`src/design/ach_pkg.sv`:
```
// shared types, codes and constants for the connection handshake initiator
// no dependencies
`timescale 1ns / 1ps

package ach_pkg;

   localparam int SEQ_BITS  = 16;
   localparam int TIME_BITS = 32;
   localparam int MUX_BITS  = 16;
   localparam int TRY_BITS  = 8;
   localparam int OP_BITS   = 3;
   localparam int STAGE_BITS = 3;
   localparam int CSR_IDX_BITS  = 2;
   localparam int CSR_DATA_BITS = 32;

   localparam int Q_DEPTH    = 2;
   localparam int Q_PTR_BITS = $clog2(Q_DEPTH);
   localparam int Q_CNT_BITS = $clog2(Q_DEPTH + 1);

   // request op codes
   localparam logic [OP_BITS-1:0] OP_START    = 3'd0;
   localparam logic [OP_BITS-1:0] OP_POLL     = 3'd1;
   localparam logic [OP_BITS-1:0] OP_REFUSED  = 3'd2;
   localparam logic [OP_BITS-1:0] OP_RETRY    = 3'd3;
   localparam logic [OP_BITS-1:0] OP_PEER_ACK = 3'd4;
   localparam logic [OP_BITS-1:0] OP_DATAGRAM = 3'd5;

   // register indexes
   localparam logic [CSR_IDX_BITS-1:0] CSR_TOTAL_TIMEOUT = 2'd0;
   localparam logic [CSR_IDX_BITS-1:0] CSR_RETRY_TIMEOUT = 2'd1;
   localparam logic [CSR_IDX_BITS-1:0] CSR_MAX_TRIES     = 2'd2;

   localparam logic [TIME_BITS-1:0] TOTAL_TIMEOUT_RESET = 32'd10000;
   localparam logic [TIME_BITS-1:0] RETRY_TIMEOUT_RESET = 32'd1000;
   localparam logic [TRY_BITS-1:0]  MAX_TRIES_RESET     = 8'd5;

   localparam logic [SEQ_BITS-1:0] SEQ_STEP = 16'd3;
   localparam logic [TRY_BITS-1:0] TRY_MAX  = 8'hFF;
   localparam logic [TRY_BITS-1:0] TRY_ONE  = 8'd1;

   // stage codes as seen on the result channel
   localparam logic [STAGE_BITS-1:0] STAGE_IDLE     = 3'd0;
   localparam logic [STAGE_BITS-1:0] STAGE_START    = 3'd1;
   localparam logic [STAGE_BITS-1:0] STAGE_WAIT     = 3'd2;
   localparam logic [STAGE_BITS-1:0] STAGE_DONE     = 3'd3;
   localparam logic [STAGE_BITS-1:0] STAGE_FAILED   = 3'd4;
   localparam logic [STAGE_BITS-1:0] STAGE_FINISHED = 3'd5;

   localparam logic SEND_INIT = 1'b0;
   localparam logic SEND_ACK  = 1'b1;

   // request class, one-hot
   typedef enum logic [6:0] {
      CLS_START    = 7'b0000001,
      CLS_POLL     = 7'b0000010,
      CLS_REFUSED  = 7'b0000100,
      CLS_RETRY    = 7'b0001000,
      CLS_PEER_ACK = 7'b0010000,
      CLS_DATAGRAM = 7'b0100000,
      CLS_NONE     = 7'b1000000
   } op_class_type;

   // handshake state machine, one-hot
   typedef enum logic [5:0] {
      ST_IDLE     = 6'b000001,
      ST_START    = 6'b000010,
      ST_WAIT     = 6'b000100,
      ST_DONE     = 6'b001000,
      ST_FAILED   = 6'b010000,
      ST_FINISHED = 6'b100000
   } hs_state_type;

   // classified request as held in the queue
   typedef struct packed {
      op_class_type          cls;
      logic [TIME_BITS-1:0]  now;
      logic [SEQ_BITS-1:0]   seq;
      logic [MUX_BITS-1:0]   mux;
      logic                  mux_zero;
      logic [TIME_BITS-1:0]  total_dl;
      logic [TIME_BITS-1:0]  retry_dl;
   } hs_item_type;

   // queue status toward the back end
   typedef struct packed {
      logic avail;
      logic full;
   } q_status_type;

   function automatic logic [STAGE_BITS-1:0] stage_code(hs_state_type st);
      logic [STAGE_BITS-1:0] code;
      case (st)
         ST_IDLE:     code = STAGE_IDLE;
         ST_START:    code = STAGE_START;
         ST_WAIT:     code = STAGE_WAIT;
         ST_DONE:     code = STAGE_DONE;
         ST_FAILED:   code = STAGE_FAILED;
         ST_FINISHED: code = STAGE_FINISHED;
         default:     code = STAGE_IDLE;
      endcase
      return code;
   endfunction

   // now plus timeout, pinned at the top of the time range
   function automatic logic [TIME_BITS-1:0] sat_add(logic [TIME_BITS-1:0] a,
                                                   logic [TIME_BITS-1:0] b);
      logic [TIME_BITS:0] sum;
      sum = {1'b0, a} + {1'b0, b};
      return sum[TIME_BITS] ? {TIME_BITS{1'b1}} : sum[TIME_BITS-1:0];
   endfunction

endpackage

```
`src/design/ach_front.sv`:
```
// front end: decodes the request op and precomputes both candidate deadlines
// depends on ach_pkg
`timescale 1ns / 1ps

module ach_front import ach_pkg::*; (
   input  logic [OP_BITS-1:0]   req_op,
   input  logic [TIME_BITS-1:0] req_now,
   input  logic [SEQ_BITS-1:0]  req_seq_idx,
   input  logic [MUX_BITS-1:0]  req_new_local_mux,
   input  logic [TIME_BITS-1:0] total_timeout,
   input  logic [TIME_BITS-1:0] retry_timeout,
   output hs_item_type          item
);

   op_class_type cls;

   always_comb begin
      case (req_op)
         OP_START:    cls = CLS_START;
         OP_POLL:     cls = CLS_POLL;
         OP_REFUSED:  cls = CLS_REFUSED;
         OP_RETRY:    cls = CLS_RETRY;
         OP_PEER_ACK: cls = CLS_PEER_ACK;
         OP_DATAGRAM: cls = CLS_DATAGRAM;
         default:     cls = CLS_NONE;
      endcase
   end

   // user holds config stable while requests are in flight, so deadlines form here
   always_comb begin
      item.cls      = cls;
      item.now      = req_now;
      item.seq      = req_seq_idx;
      item.mux      = req_new_local_mux;
      item.mux_zero = (req_new_local_mux == '0);
      item.total_dl = sat_add(req_now, total_timeout);
      item.retry_dl = sat_add(req_now, retry_timeout);
   end

endmodule

```
`src/design/ach_queue.sv`:
```
// short queue of classified requests between front and back end
// depends on ach_pkg
`timescale 1ns / 1ps

module ach_queue import ach_pkg::*; (
   input  logic         clock,
   input  logic         reset,
   input  logic         push,
   input  hs_item_type  push_item,
   input  logic         pop,
   output q_status_type status,
   output hs_item_type  head_item
);

   hs_item_type             slot_ff [Q_DEPTH];
   logic [Q_PTR_BITS-1:0]   wr_ptr_ff, wr_ptr_in;
   logic [Q_PTR_BITS-1:0]   rd_ptr_ff, rd_ptr_in;
   logic [Q_CNT_BITS-1:0]   count_ff, count_in;

   function automatic logic [Q_PTR_BITS-1:0] ptr_next(logic [Q_PTR_BITS-1:0] p);
      return (p == Q_PTR_BITS'(Q_DEPTH - 1)) ? '0 : p + 1'b1;
   endfunction

   always_comb begin
      wr_ptr_in = push ? ptr_next(wr_ptr_ff) : wr_ptr_ff;
      rd_ptr_in = pop  ? ptr_next(rd_ptr_ff) : rd_ptr_ff;
      count_in  = count_ff;
      if (push && !pop) begin
         count_in = count_ff + 1'b1;
      end else if (pop && !push) begin
         count_in = count_ff - 1'b1;
      end
   end

   always_ff @(posedge clock) begin
      if (reset) begin
         wr_ptr_ff <= '0;
         rd_ptr_ff <= '0;
         count_ff  <= '0;
      end else begin
         wr_ptr_ff <= wr_ptr_in;
         rd_ptr_ff <= rd_ptr_in;
         count_ff  <= count_in;
      end
   end

   always_ff @(posedge clock) begin
      if (push) begin
         slot_ff[wr_ptr_ff] <= push_item;
      end
   end

   assign status.avail = (count_ff != '0);
   assign status.full  = (count_ff == Q_CNT_BITS'(Q_DEPTH));
   assign head_item    = slot_ff[rd_ptr_ff];

endmodule

```
`src/design/ach_back.sv`:
```
// back end: handshake state machine and registered result stage
// depends on ach_pkg
`timescale 1ns / 1ps

module ach_back import ach_pkg::*; (
   input  logic                  clock,
   input  logic                  reset,
   input  q_status_type          q_status,
   input  hs_item_type           item,
   output logic                  pop,
   input  logic [TRY_BITS-1:0]   max_tries,
   output logic                  rsp_valid,
   input  logic                  rsp_stall,
   output logic                  rsp_send_valid,
   output logic                  rsp_send_kind,
   output logic [SEQ_BITS-1:0]   rsp_send_seq,
   output logic [MUX_BITS-1:0]   rsp_local_mux,
   output logic [STAGE_BITS-1:0] rsp_stage_now,
   output logic                  rsp_completed_pulse,
   output logic                  rsp_failed_pulse,
   output logic                  rsp_alive
);

   hs_state_type          state_ff, state_in;
   logic [SEQ_BITS-1:0]   sequence_ff, sequence_in;
   logic [TIME_BITS-1:0]  total_dl_ff, total_dl_in;
   logic [TIME_BITS-1:0]  retry_dl_ff, retry_dl_in;
   logic [TRY_BITS-1:0]   try_ff, try_in;
   logic [MUX_BITS-1:0]   mux_ff, mux_in;

   logic                  out_valid_ff, out_valid_in;
   logic                  send_ff, send_in;
   logic                  kind_ff, kind_in;
   logic [SEQ_BITS-1:0]   sseq_ff, sseq_in;
   logic                  done_ff, done_in;
   logic                  fail_ff, fail_in;
   logic [MUX_BITS-1:0]   omux_ff;
   hs_state_type          ostate_ff;

   logic                  active;
   logic                  seq_match;

   assign pop       = q_status.avail && (!out_valid_ff || !rsp_stall);
   assign active    = (state_ff == ST_START) || (state_ff == ST_WAIT) ||
                      (state_ff == ST_DONE);
   assign seq_match = (item.seq == sequence_ff);

   always_comb begin
      state_in    = state_ff;
      sequence_in = sequence_ff;
      total_dl_in = total_dl_ff;
      retry_dl_in = retry_dl_ff;
      try_in      = try_ff;
      mux_in      = mux_ff;
      send_in     = 1'b0;
      kind_in     = SEND_INIT;
      sseq_in     = '0;
      done_in     = 1'b0;
      fail_in     = 1'b0;

      if (pop) begin
         case (item.cls)
            CLS_START: begin
               sequence_in = item.seq;
               mux_in      = item.mux;
               total_dl_in = item.total_dl;
               retry_dl_in = item.now;
               try_in      = TRY_ONE;
               state_in    = ST_START;
            end
            CLS_POLL: begin
               if (active) begin
                  if (item.now > total_dl_ff) begin
                     if (state_ff == ST_DONE) begin
                        state_in = ST_FINISHED;
                     end else begin
                        state_in = ST_FAILED;
                        fail_in  = 1'b1;
                     end
                  end else if (state_ff == ST_START) begin
                     state_in    = ST_WAIT;
                     send_in     = 1'b1;
                     kind_in     = SEND_INIT;
                     sseq_in     = sequence_ff;
                     retry_dl_in = item.retry_dl;
                  end else if (state_ff == ST_WAIT && item.now > retry_dl_ff) begin
                     // retry timer ran out
                     if (try_ff > max_tries) begin
                        state_in = ST_FAILED;
                        fail_in  = 1'b1;
                     end else begin
                        try_in      = (try_ff != TRY_MAX) ? try_ff + 1'b1 : try_ff;
                        sequence_in = sequence_ff + SEQ_STEP;
                        state_in    = ST_START;
                     end
                  end
               end
            end
            CLS_REFUSED: begin
               if (state_ff == ST_WAIT && seq_match) begin
                  state_in = ST_FAILED;
                  fail_in  = 1'b1;
               end
            end
            CLS_RETRY: begin
               if (state_ff == ST_WAIT && seq_match) begin
                  if (item.mux_zero) begin
                     state_in = ST_FAILED;
                     fail_in  = 1'b1;
                  end else begin
                     mux_in = item.mux;
                     if (try_ff > max_tries) begin
                        state_in = ST_FAILED;
                        fail_in  = 1'b1;
                     end else begin
                        try_in      = (try_ff != TRY_MAX) ? try_ff + 1'b1 : try_ff;
                        sequence_in = sequence_ff + SEQ_STEP;
                        state_in    = ST_START;
                     end
                  end
               end
            end
            CLS_PEER_ACK: begin
               if ((state_ff == ST_WAIT || state_ff == ST_DONE) &&
                   item.seq >= sequence_ff) begin
                  send_in = 1'b1;
                  kind_in = SEND_ACK;
                  sseq_in = sequence_ff;
                  if (state_ff == ST_WAIT) begin
                     state_in = ST_DONE;
                     done_in  = 1'b1;
                  end
               end
            end
            CLS_DATAGRAM: begin
               if (active) begin
                  state_in = ST_FINISHED;
               end
            end
            default: begin
               state_in = state_ff;
            end
         endcase
      end
   end

   always_comb begin
      if (pop) begin
         out_valid_in = 1'b1;
      end else begin
         out_valid_in = out_valid_ff && rsp_stall;
      end
   end

   always_ff @(posedge clock) begin
      if (reset) begin
         state_ff     <= ST_IDLE;
         sequence_ff  <= '0;
         total_dl_ff  <= '0;
         retry_dl_ff  <= '0;
         try_ff       <= TRY_ONE;
         mux_ff       <= '0;
         out_valid_ff <= 1'b0;
      end else begin
         state_ff     <= state_in;
         sequence_ff  <= sequence_in;
         total_dl_ff  <= total_dl_in;
         retry_dl_ff  <= retry_dl_in;
         try_ff       <= try_in;
         mux_ff       <= mux_in;
         out_valid_ff <= out_valid_in;
      end
   end

   // result payload, loaded with each executed request
   always_ff @(posedge clock) begin
      if (pop) begin
         send_ff   <= send_in;
         kind_ff   <= kind_in;
         sseq_ff   <= sseq_in;
         done_ff   <= done_in;
         fail_ff   <= fail_in;
         omux_ff   <= mux_in;
         ostate_ff <= state_in;
      end
   end

   assign rsp_valid           = out_valid_ff;
   assign rsp_send_valid      = send_ff;
   assign rsp_send_kind       = kind_ff;
   assign rsp_send_seq        = sseq_ff;
   assign rsp_local_mux       = omux_ff;
   assign rsp_stage_now       = stage_code(ostate_ff);
   assign rsp_completed_pulse = done_ff;
   assign rsp_failed_pulse    = fail_ff;
   assign rsp_alive           = (ostate_ff != ST_FAILED) && (ostate_ff != ST_FINISHED);

endmodule

```
`src/design/active_connection_handshake_top.sv`:
```
// top level of the connection handshake initiator: config registers, front, queue, back
// depends on ach_pkg, ach_front, ach_queue, ach_back
`timescale 1ns / 1ps

// Initiator side of a three-way connection handshake with retry. Each request
// (start, poll tick, refused, retry request, peer ack, any datagram) produces
// exactly one response carrying the packet to send, if any, the current local
// mux, the stage after the request and the completed/failed pulses. One
// request is taken per clock while req_stall is low; a response is presented
// once its request has left the queue and been loaded into the back end's
// output register. The front end decodes the op and forms both saturating
// deadlines, a two-entry queue decouples it from the back end, and the back
// end runs the state machine (compares, sequence step, try count) and holds
// the response in an output register, so a new request is taken while an
// earlier response waits. req_stall rises only when the queue holds two
// requests, i.e. after the response side stalls. Timeout and try-limit
// registers are to be written by the user through the csr port while no
// request is in flight; the block itself does not enforce this.
module active_connection_handshake_top import ach_pkg::*; (
   input  logic                     clock,
   input  logic                     reset,
   // request channel
   input  logic                     req_valid,
   output logic                     req_stall,
   input  logic [OP_BITS-1:0]       req_op,
   input  logic [TIME_BITS-1:0]     req_now,
   input  logic [SEQ_BITS-1:0]      req_seq_idx,
   input  logic [MUX_BITS-1:0]      req_new_local_mux,
   // response channel
   output logic                     rsp_valid,
   input  logic                     rsp_stall,
   output logic                     rsp_send_valid,
   output logic                     rsp_send_kind,
   output logic [SEQ_BITS-1:0]      rsp_send_seq,
   output logic [MUX_BITS-1:0]      rsp_local_mux,
   output logic [STAGE_BITS-1:0]    rsp_stage_now,
   output logic                     rsp_completed_pulse,
   output logic                     rsp_failed_pulse,
   output logic                     rsp_alive,
   // configuration writes
   input  logic                     csr_write_en,
   input  logic [CSR_IDX_BITS-1:0]  csr_index,
   input  logic [CSR_DATA_BITS-1:0] csr_wdata
);

   logic [TIME_BITS-1:0] total_timeout_ff, total_timeout_in;
   logic [TIME_BITS-1:0] retry_timeout_ff, retry_timeout_in;
   logic [TRY_BITS-1:0]  max_tries_ff, max_tries_in;

   hs_item_type  front_item;
   hs_item_type  head_item;
   q_status_type q_status;
   logic         q_push;
   logic         q_pop;

   // config registers; an index past the list is dropped
   always_comb begin
      total_timeout_in = total_timeout_ff;
      retry_timeout_in = retry_timeout_ff;
      max_tries_in     = max_tries_ff;
      if (csr_write_en) begin
         case (csr_index)
            CSR_TOTAL_TIMEOUT: total_timeout_in = csr_wdata[TIME_BITS-1:0];
            CSR_RETRY_TIMEOUT: retry_timeout_in = csr_wdata[TIME_BITS-1:0];
            CSR_MAX_TRIES:     max_tries_in     = csr_wdata[TRY_BITS-1:0];
            default:           max_tries_in     = max_tries_ff;
         endcase
      end
   end

   always_ff @(posedge clock) begin
      if (reset) begin
         total_timeout_ff <= TOTAL_TIMEOUT_RESET;
         retry_timeout_ff <= RETRY_TIMEOUT_RESET;
         max_tries_ff     <= MAX_TRIES_RESET;
      end else begin
         total_timeout_ff <= total_timeout_in;
         retry_timeout_ff <= retry_timeout_in;
         max_tries_ff     <= max_tries_in;
      end
   end

   // front end: classify and form deadlines
   ach_front u_front (
      .req_op            (req_op),
      .req_now           (req_now),
      .req_seq_idx       (req_seq_idx),
      .req_new_local_mux (req_new_local_mux),
      .total_timeout     (total_timeout_ff),
      .retry_timeout     (retry_timeout_ff),
      .item              (front_item)
   );

   // stall depends only on queue occupancy, never on req_valid
   assign req_stall = q_status.full;
   assign q_push    = req_valid && !q_status.full;

   ach_queue u_queue (
      .clock     (clock),
      .reset     (reset),
      .push      (q_push),
      .push_item (front_item),
      .pop       (q_pop),
      .status    (q_status),
      .head_item (head_item)
   );

   // back end: state machine plus response register
   ach_back u_back (
      .clock               (clock),
      .reset               (reset),
      .q_status            (q_status),
      .item                (head_item),
      .pop                 (q_pop),
      .max_tries           (max_tries_ff),
      .rsp_valid           (rsp_valid),
      .rsp_stall           (rsp_stall),
      .rsp_send_valid      (rsp_send_valid),
      .rsp_send_kind       (rsp_send_kind),
      .rsp_send_seq        (rsp_send_seq),
      .rsp_local_mux       (rsp_local_mux),
      .rsp_stage_now       (rsp_stage_now),
      .rsp_completed_pulse (rsp_completed_pulse),
      .rsp_failed_pulse    (rsp_failed_pulse),
      .rsp_alive           (rsp_alive)
   );

`ifndef SYNTHESIS
   // a completion report always leaves the handshake completed, with an ack sent
   a_completed_stage: assert property (@(posedge clock) disable iff (reset)
      rsp_valid && rsp_completed_pulse |->
         rsp_stage_now == STAGE_DONE && rsp_send_valid && rsp_send_kind == SEND_ACK)
      else $error("completed pulse without completed stage and ack");

   // a failure report leaves the handshake failed and dead
   a_failed_stage: assert property (@(posedge clock) disable iff (reset)
      rsp_valid && rsp_failed_pulse |-> rsp_stage_now == STAGE_FAILED && !rsp_alive)
      else $error("failed pulse without failed stage");

   // an init packet only goes out as the handshake enters waiting
   a_init_waits: assert property (@(posedge clock) disable iff (reset)
      rsp_valid && rsp_send_valid && rsp_send_kind == SEND_INIT |->
         rsp_stage_now == STAGE_WAIT && !rsp_completed_pulse && !rsp_failed_pulse)
      else $error("init sent outside waiting stage");
`endif

endmodule

```
`config.mk`:
```
export PLATFORM = sky130hd
export DESIGN_NAME = active_connection_handshake_top
export DESIGN_NICKNAME = d
export VERILOG_FILES = /design/src/design/ach_pkg.sv /design/src/design/ach_front.sv /design/src/design/ach_queue.sv /design/src/design/ach_back.sv /design/src/design/active_connection_handshake_top.sv
export SDC_FILE = /design/constraint.sdc
export NUM_CORES = 1
export LEC_CHECK = 0
export BUFFER_PORTS_ARGS = -buffer_cell sky130_fd_sc_hd__buf_2
export CAP_MARGIN = 10
export CORE_MARGIN = 5
export CORE_UTILIZATION = 55
export DETAILED_ROUTE_END_ITERATION = 7
export GPL_TIMING_DRIVEN = 0
export HOLD_SLACK_MARGIN = 0.03
export PLACE_DENSITY = 0.76
export SKIP_LAST_GASP = 1
export SLEW_MARGIN = 20
export SYNTH_ARGS = -nofsm -noshare
export SYNTH_HDL_FRONTEND = slang
export SYNTH_SLANG_ARGS = --single-unit
export TNS_END_PERCENT = 20
```
`constraint.sdc`:
```
create_clock -name clock -period 7.15 [get_ports clock]
set_input_delay 0.3575 -clock clock [delete_from_list [all_inputs] [get_ports clock]]
set_output_delay 0.3575 -clock clock [all_outputs]
set_load 0.1 [all_outputs]
```
==> results by group, run 1 <==
Floorplan
  – I/O pin count: 148
  – Starting density of the core: 0.555
  – CORE AREA: 44,200 µm²
  – DIE HEIGHT: 221 µm
  – Die area: 49,000 µm²
  – Site Rows: 77
  – Chip width: 221 µm

Clocking
  – Clk sinks: 502
  – Post-CTS Setup Bufs: 0
  – Root Buffer: clkbuf_16
  – CTS tree: done
  – Cts bufs inserted: 53
  – CTS max path bufs: 3
  – PostCTS Resize Cnt: 0
  – Worst-Skew Late Latency: 0.61 ns
  – # hold bufs at CTS: 76
  – Clock transition at path regs: 0.06 ns
  – Number of H-tree levels: 2

Global route
  – First-pass GRT wire length: 96,800 µm
  – Tot GR Track Use: 0.248
  – Number of global-route vias before repair: 18,300
  – Initial antenna violation count: 1
  – Largest net degree at the start of global routing: 47
  – Grt ovf: 0

Worst setup path
  – Arrival time worst endpoint: 6.53 ns
  – Max Fanout on Critical Path: 10
  – CP endpoint kind: register
  – Worst setup SP type: register
  – Required time of the critical path: 7.69 ns
  – Critical path class: register to register
  – Reg2Reg Setup Slack: 1.16 ns

Route
  – Routed vias: 18,400
  – Remaining DRCs: 0
  – Drt wl/cell: 19.6 µm
  – WL final: 63,000 µm
  – DRT iter0 DRCs: 1,431
  – Routed vias/inst: 5.74
  – Antenna-violating nets left: 0
  – Drt first pass iters: 7

Yosys
  – Mapped Nets: 2,555
  – Synth Cell Area: 24,600 µm²
  – Register area share after synthesis: 0.537
  – Adder-Cell Fraction of Synth Area: 0.0806
  – Compound-Gate Fraction of Synth Area: 0.134
  – Post-synthesis mux area share: 0.0590
  – Top_reg_cell synth: edfxtp_1
  – Top-area cell type share of the netlist area: 0.384
  – XOR/XNOR Fraction of Synth Area: 0.0189
  – Post-synthesis simple-gate area fraction: 0.137
  – Yosys reg bits: 502
  – Largest family of logic cells by synthesized area: simple AND/OR/NAND/NOR gates
  – Avg Cell Area, Syn: 10.7 µm²
  – Commonest cells post-synth: edfxtp_1, nand2_1, a21oi_1
  – Mapped Cells: 2,292
  – Top cells by area, synth: edfxtp_1, dfxtp_1, ha_1, nand2_1, a21oi_1
  – EDFF count, synth: 314
  – Yosys cell types: 76
  – Dominant cell type by area after synthesis: edfxtp_1
  – Synth Warn #: 0
  – Top-count cell post-synth: edfxtp_1
  – Post-synth ARST share: 0

Min path
  – Tightest Hold Check Type: input port to register

Place
  – RD Place Congestion: 0.929
  – Post-DP HPWL: 46,600 µm
  – Post-Place Worst Slack: 1.30 ns
  – IO buf count: 146
  – DP Area: 26,300 µm²

Pwr
  – Final Power: 9.25 mW
  – VDD IR max: 0.000261 V
  – PwrDens: 321 nW/µm²
  – Leak Pwr: 10.6 nW

STA
  – Setup ws final: 1.16 ns
  – Final Slew Violations: 0
  – Max Clk Rate: 0.167 GHz
  – Fin. Hold Viols: 0
  – Slew @ Worst Pin: 1.13 ns
  – RSZ-0062 raised after global routing: false
  – Final Cycle Share: 0.838
  – Clk_skew: 0.0191 ns
  – Max-slew headroom: 0.247
  – Minimum clock period: 5.99 ns
  – Setup TNS: 0 ns
  – Endpoints failing setup: 0

Cells and area
  – Number of fill cells: 3,351
  – Nets: 2,842
  – Final Instance Area: 28,800 µm²
  – Fraction of layout cells with a size suffix above 1: 0.126
  – P&R area growth vs syn: 17.4%

Flow run
  – Total of max-cap violations: 0

Run status
  – Status: finished clean
-- metal layers --
metal,track usage,routed length [µm]
met1,0.319,26200
met2,0.420,30200
met3,0.0439,4170
met4,0.100,2520
met5,0,0
-- layout make-up --
| type | instances | area (µm²) | share of cell area |
|---|---|---|---|
| flip-flops and latches | 502 | 13200 | 0.458 |
| multi-input cells | 1582 | 10600 | 0.366 |
| repair buffers | 232 | 1730 | 0.0600 |
| clock buffers | 64 | 1410 | 0.0489 |
| well taps | 592 | 741 | 0.0257 |
| inverters | 114 | 428 | 0.0148 |
| plain buffers | 94 | 390 | 0.0135 |
| clock inverters | 34 | 372 | 0.0129 |
| diodes | 1 | 2.50 | 0.0000868 |
-- kinds of logic (layout without fill, tap and decap cells) --
logic type / count (synthesis) / after routing
other: 0 / 1
xor gates and xnor gates: 53 / 53
and+or+nand+nor: 711 / 711
muxes: 139 / 139
buffers and inverters: 208 / 538
AOI/OAI and AO/OA: 522 / 522
DFF: 502 / 502
adders and majority gates: 157 / 157
-- power breakdown --
part | internal (mW) | switching (mW) | leakage (nW) | total [mW]
Combinational | 0.879 | 1.89 | 5.25 | 2.77
Sequential | 3.56 | 0.112 | 4.47 | 3.67
Clock | 1.66 | 1.15 | 0.847 | 2.81
Total | 6.10 | 3.15 | 10.6 | 9.25
-- cell usage in the layout (no fill, tap or decap), types with 10 or more instances in the layout --
cell,n
mux2i_1,93
edfxtp_1,314
dfxtp_1,188
nand4_1,16
mux2_2,46
and3_1,18
nand2_1,296
ha_1,155
nor3_1,31
clkbuf_16,55
buf_2,161
dlygate4sd3_1,76
nand3_1,35
nand3b_1,17
o21ai_0,71
or3_1,20
o21ai_1,15
nor2b_1,41
a21oi_1,217
xnor2_1,28
and2_1,24
nand2b_1,28
o21bai_1,10
a211oi_1,46
o211ai_1,39
xor2_1,25
a21o_1,28
inv_1,112
nor2_1,132
clkbuf_1,77
o21a_1,20
o31ai_1,11
nor4_1,16
-- worst max-delay path: stages, from the launching register on --
cell	delay [ns]
dfxtp_1	0.31
buf_2	0.21
buf_2	0.25
buf_1	0.58
buf_1	0.90
mux2_2	0.49
ha_1	0.32
and3_1	0.21
nand4_1	0.17
or4_1	0.61
o21bai_1	0.22
a211oi_2	0.34
o2111ai_4	0.25
a21oi_2	0.55
a2bb2oi_1	0.31
nor2b_1	0.18
-- through the flow --
step                      instances  hold slack (ns)  utilization
after floorplan                2292            0.436            -
after CTS                      3214           0.0301        0.652
after global routing           3215           0.0383        0.652
after global placement         3030            0.442        0.589
final                          3215           0.0479        0.652
after detailed placement       3040            0.448        0.594
-- sequential cells by signal, summed over array words and instances (netlist names), 2 cells and up, named ones only --
register	count
max_tries_ff	8
retry_timeout_ff	32
total_timeout_ff	32
u_back.mux_ff	16
u_back.ostate_ff	6
u_back.retry_dl_ff	32
u_back.rsp_local_mux	16
u_back.rsp_send_seq	16
u_back.sequence_ff	16
u_back.state_ff	6
u_back.total_dl_ff	32
u_back.try_ff	8
u_queue.count_ff	2
u_queue.slot_ff	272
-- path summary, 6_finish.rpt --
check	startpoint	to	cells after the start
setup / recovery	register	u_back.state_ff[1]$_SDFF_PP0_	15
hold / removal	req_now[7]	u_queue.slot_ff[1][104]$_DFFE_PP_	1
setup reg to reg	register	u_back.state_ff[1]$_SDFF_PP0_	15
hold reg to reg	total_timeout_ff[23]$_SDFFE_PP0P_	total_timeout_ff[23]$_SDFFE_PP0P_	2
Note: power is estimated with default switching activity, not from simulation.
==> run 2: changes to the inputs <==
- CORE_UTILIZATION: 55 -> 61
- PLACE_DENSITY: 0.76 -> 0.8
- clock period: 7.15 -> 5.6 ns (I/O delays scaled with it)
==> results by group, run 2 (synthesis results as in run 1) <==
Cells and area
  – Nets: 2,863 (+0.74%)
  – Number of fill cells: 2,783 (-17%)
  – Fraction of layout cells with a size suffix above 1: 0.127 (+0.000510)
  – Reg area: 13,200 µm² (unchanged)
  – Top reg by flops: u_queue.slot_ff
  – P&R area growth vs syn: 18.2%
  – Max reg flops: 272 (unchanged)
  – Commonest non-fill, non-tap cells in the layout: edfxtp_1, nand2_1, a21oi_1, dfxtp_1, buf_2
  – Antenna cells: 0 (-1)
  – Area of the multi-input gates: 10,600 µm² (+0.12%)
  – Final core occ: 0.729 (+0.0769)
  – Most common cell after layout, fill and taps aside: edfxtp_1

Route
  – Remaining DRCs: 0 (unchanged)
  – Drt first pass iters: 6 (-1)
  – Routed vias/inst: 5.98 (+4.2%)
  – WL final: 65,800 µm (+4.5%)
  – Antenna-violating nets left: 0 (unchanged)
  – Drt wl/cell: 20.8 µm (+6.0%)
  – Routed vias: 18,900 (+2.7%)
  – DRT iter0 DRCs: 1,560 (+9.0%)

Min path
  – Hold path depth: 4 (+3)
  – Hold_sp: csr_index[1]
  – Tightest Hold Check Type: input port to register
  – WHS Endpoint: total_timeout_ff[19]$_SDFFE_PP0P_

Pwr
  – VDD IR max: 0.000258 V (-1.2%)
  – PwrDens: 412 nW/µm² (+28%)
  – Leak Pwr: 10.7 nW (+1.5%)

Global route
  – Number of global-route vias before repair: 18,900 (+3.4%)
  – Tot GR Track Use: 0.288 (+0.0402)
  – Grt ovf: 0 (unchanged)
  – Initial antenna violation count: 0 (-1)
  – First-pass GRT wire length: 101,000 µm (+4.1%)
  – Largest net degree at the start of global routing: 44 (-6.4%)

Place
  – Post-Place Worst Slack: -0.214 ns (-1.51 ns)
  – Post-DP HPWL: 47,300 µm (+1.5%)
  – IO buf count: 146 (unchanged)
  – RD Place Congestion: 0.926 (-0.42%)

Worst setup path
  – Required time of the critical path: 6.11 ns (-1.58 ns)
  – FF-to-FF path depth: 15 (unchanged)
  – Critical path class: register to register
  – Max Fanout on Critical Path: 10 (unchanged)
  – CP max stage delay: 0.67 ns (-0.23 ns)
  – WP buf/inv: 5 (+1)
  – Arrival time worst endpoint: 5.82 ns (-0.71 ns)
  – Crit-path cells: buf_2 -> buf_2 -> clkdlybuf4s15_2 -> clkbuf_2 -> mux2_2 -> ha_1 -> nand4_1 -> nor4_1 -> a32oi_1 -> a21oi_2 -> o2111ai_4 -> a21o_1 -> buf_6 -> or3_1 -> o31ai_1
  – Top cell by count, worst path: buf_2
  – FF-to-FF End: u_back.sequence_ff[14]$_SDFFE_PP0P_
  – Worst setup SP type: register
  – Crit path max-delay family: buffers and inverters
  – Reg2Reg Setup Slack: 0.30 ns (-0.87 ns)
  – Slowest cell on the critical path: nor4_1
  – CP endpoint kind: register

STA
  – Slew @ Worst Pin: 1.10 ns (-0.0267 ns)
  – Max-slew headroom: 0.264 (+0.0178)
  – Minimum clock period: 5.30 ns (-0.684 ns)
  – Max Clk Rate: 0.189 GHz (+13%)
  – Endpoints failing setup: 0 (unchanged)
  – Fin. Hold Viols: 0 (unchanged)
  – RSZ-0062 raised after global routing: false
  – Clk_skew: 0.0248 ns (+0.00573 ns)
  – Final Cycle Share: 0.947 (+0.110)
  – Final Slew Violations: 0 (unchanged)
  – Setup ws final: 0.296 ns (-0.866 ns)

Floorplan
  – Chip width: 211 µm (-4.8%)
  – I/O pin count: 148 (unchanged)
  – Starting density of the core: 0.617 (+0.0613)
  – DIE HEIGHT: 211 µm (-4.8%)
  – CORE AREA: 39,800 µm² (-9.9%)
  – Die area: 44,400 µm² (-9.4%)
  – Site Rows: 73 (-5.2%)

Run status
  – Status: finished clean

Clocking
  – CTS max path bufs: 3 (unchanged)
  – Number of H-tree levels: 2 (unchanged)
  – CTS tree: done
  – Cts bufs inserted: 52 (-1.9%)
  – Root Buffer: clkbuf_16
  – Clk sinks: 502 (unchanged)
  – Clock transition at path regs: 0.06 ns (about the same)
  – Worst-Skew Late Latency: 0.61 ns (about the same)

Flow run
  – Total of max-cap violations: 0 (unchanged)
-- run 2: cell types whose count changed in the layout (fill, tap and decap cells not counted), moves of 2 or more --
cell,before,now
clkinvlp_4,9,1
inv_6,3,0
clkinv_2,9,11
clkbuf_2,0,3
clkbuf_8,0,4
clkdlybuf4s15_2,0,2
dlygate4sd3_1,76,98
buf_1,7,4
-- run 2: worst max path at each step --
stage	endpoint	cells after the start
after global routing	u_back.sequence_ff[8]$_SDFFE_PP0P_	16
after CTS	u_back.sequence_ff[5]$_SDFFE_PP0P_	17
after floorplan	u_queue.slot_ff[0][0]$_DFFE_PP_	3
final	u_back.sequence_ff[14]$_SDFFE_PP0P_	15
after detailed placement	u_back.state_ff[1]$_SDFF_PP0_	15
after global placement	u_queue.slot_ff[0][128]$_DFFE_PP_	3
-- run 2: per-layer routing --
metal / track usage / wire, µm / vias up
li1: - / - / 8948
met1: 0.369 / 26000 / 9091
met2: 0.507 / 33000 / 761
met3: 0.0419 / 4970 / 138
met4: 0.0959 / 1930 / 0
met5: 0 / 0 / -
-- run 2: worst register-to-register path: stages, from the launching register on --
cell	delay [ns]
dfxtp_1	0.32
buf_2	0.20
buf_2	0.26
clkdlybuf4s15_2	0.52
clkbuf_2	0.38
mux2_2	0.45
ha_1	0.35
nand4_1	0.20
nor4_1	0.67
a32oi_1	0.32
a21oi_2	0.34
o2111ai_4	0.27
a21o_1	0.33
buf_6	0.18
or3_1	0.35
o31ai_1	0.07
-- run 2: final cells by class --
cell class	count	share of cell area
sequential	502	0.455
multi-input combinational	1582	0.364
timing repair buffer	254	0.0674
clock buffer	70	0.0500
tap	525	0.0226
inverter	114	0.0147
buffer	94	0.0141
clock inverter	27	0.0122
-- run 2: timing repair --
item                                   4_1_cts  5_1_grt
setup endpoints to repair                   47       46
endpoints found under the hold margin      194        0
resized for setup                            6        6
setup buffers                                0        0
hold buffers                                98        0
-- run 2: power breakdown --
group	internal [mW]	switching (mW)	leakage (nW)
registers	4.55	0.150	4.47
logic	1.15	2.45	5.36
clock network	2.19	1.46	0.888
total	7.90	4.06	10.7
-- run 2: through the flow --
step / power [mW] / area, µm² / hold WS, ns / setup TNS, ns / cells
floorplan: 7.29 / 24600 / 0.379 / 0 / 2292
global placement: 8.07 / 26000 / 0.442 / -229.60 / 2963
detailed placement: 8.26 / 26200 / 0.446 / -3.02 / 2973
CTS: 11.9 / 29000 / 0.0324 / 0 / 3168
global route: 12.4 / 29000 / 0.0638 / 0 / 3168
finish: 12.0 / 29000 / 0.0772 / 0 / 3168
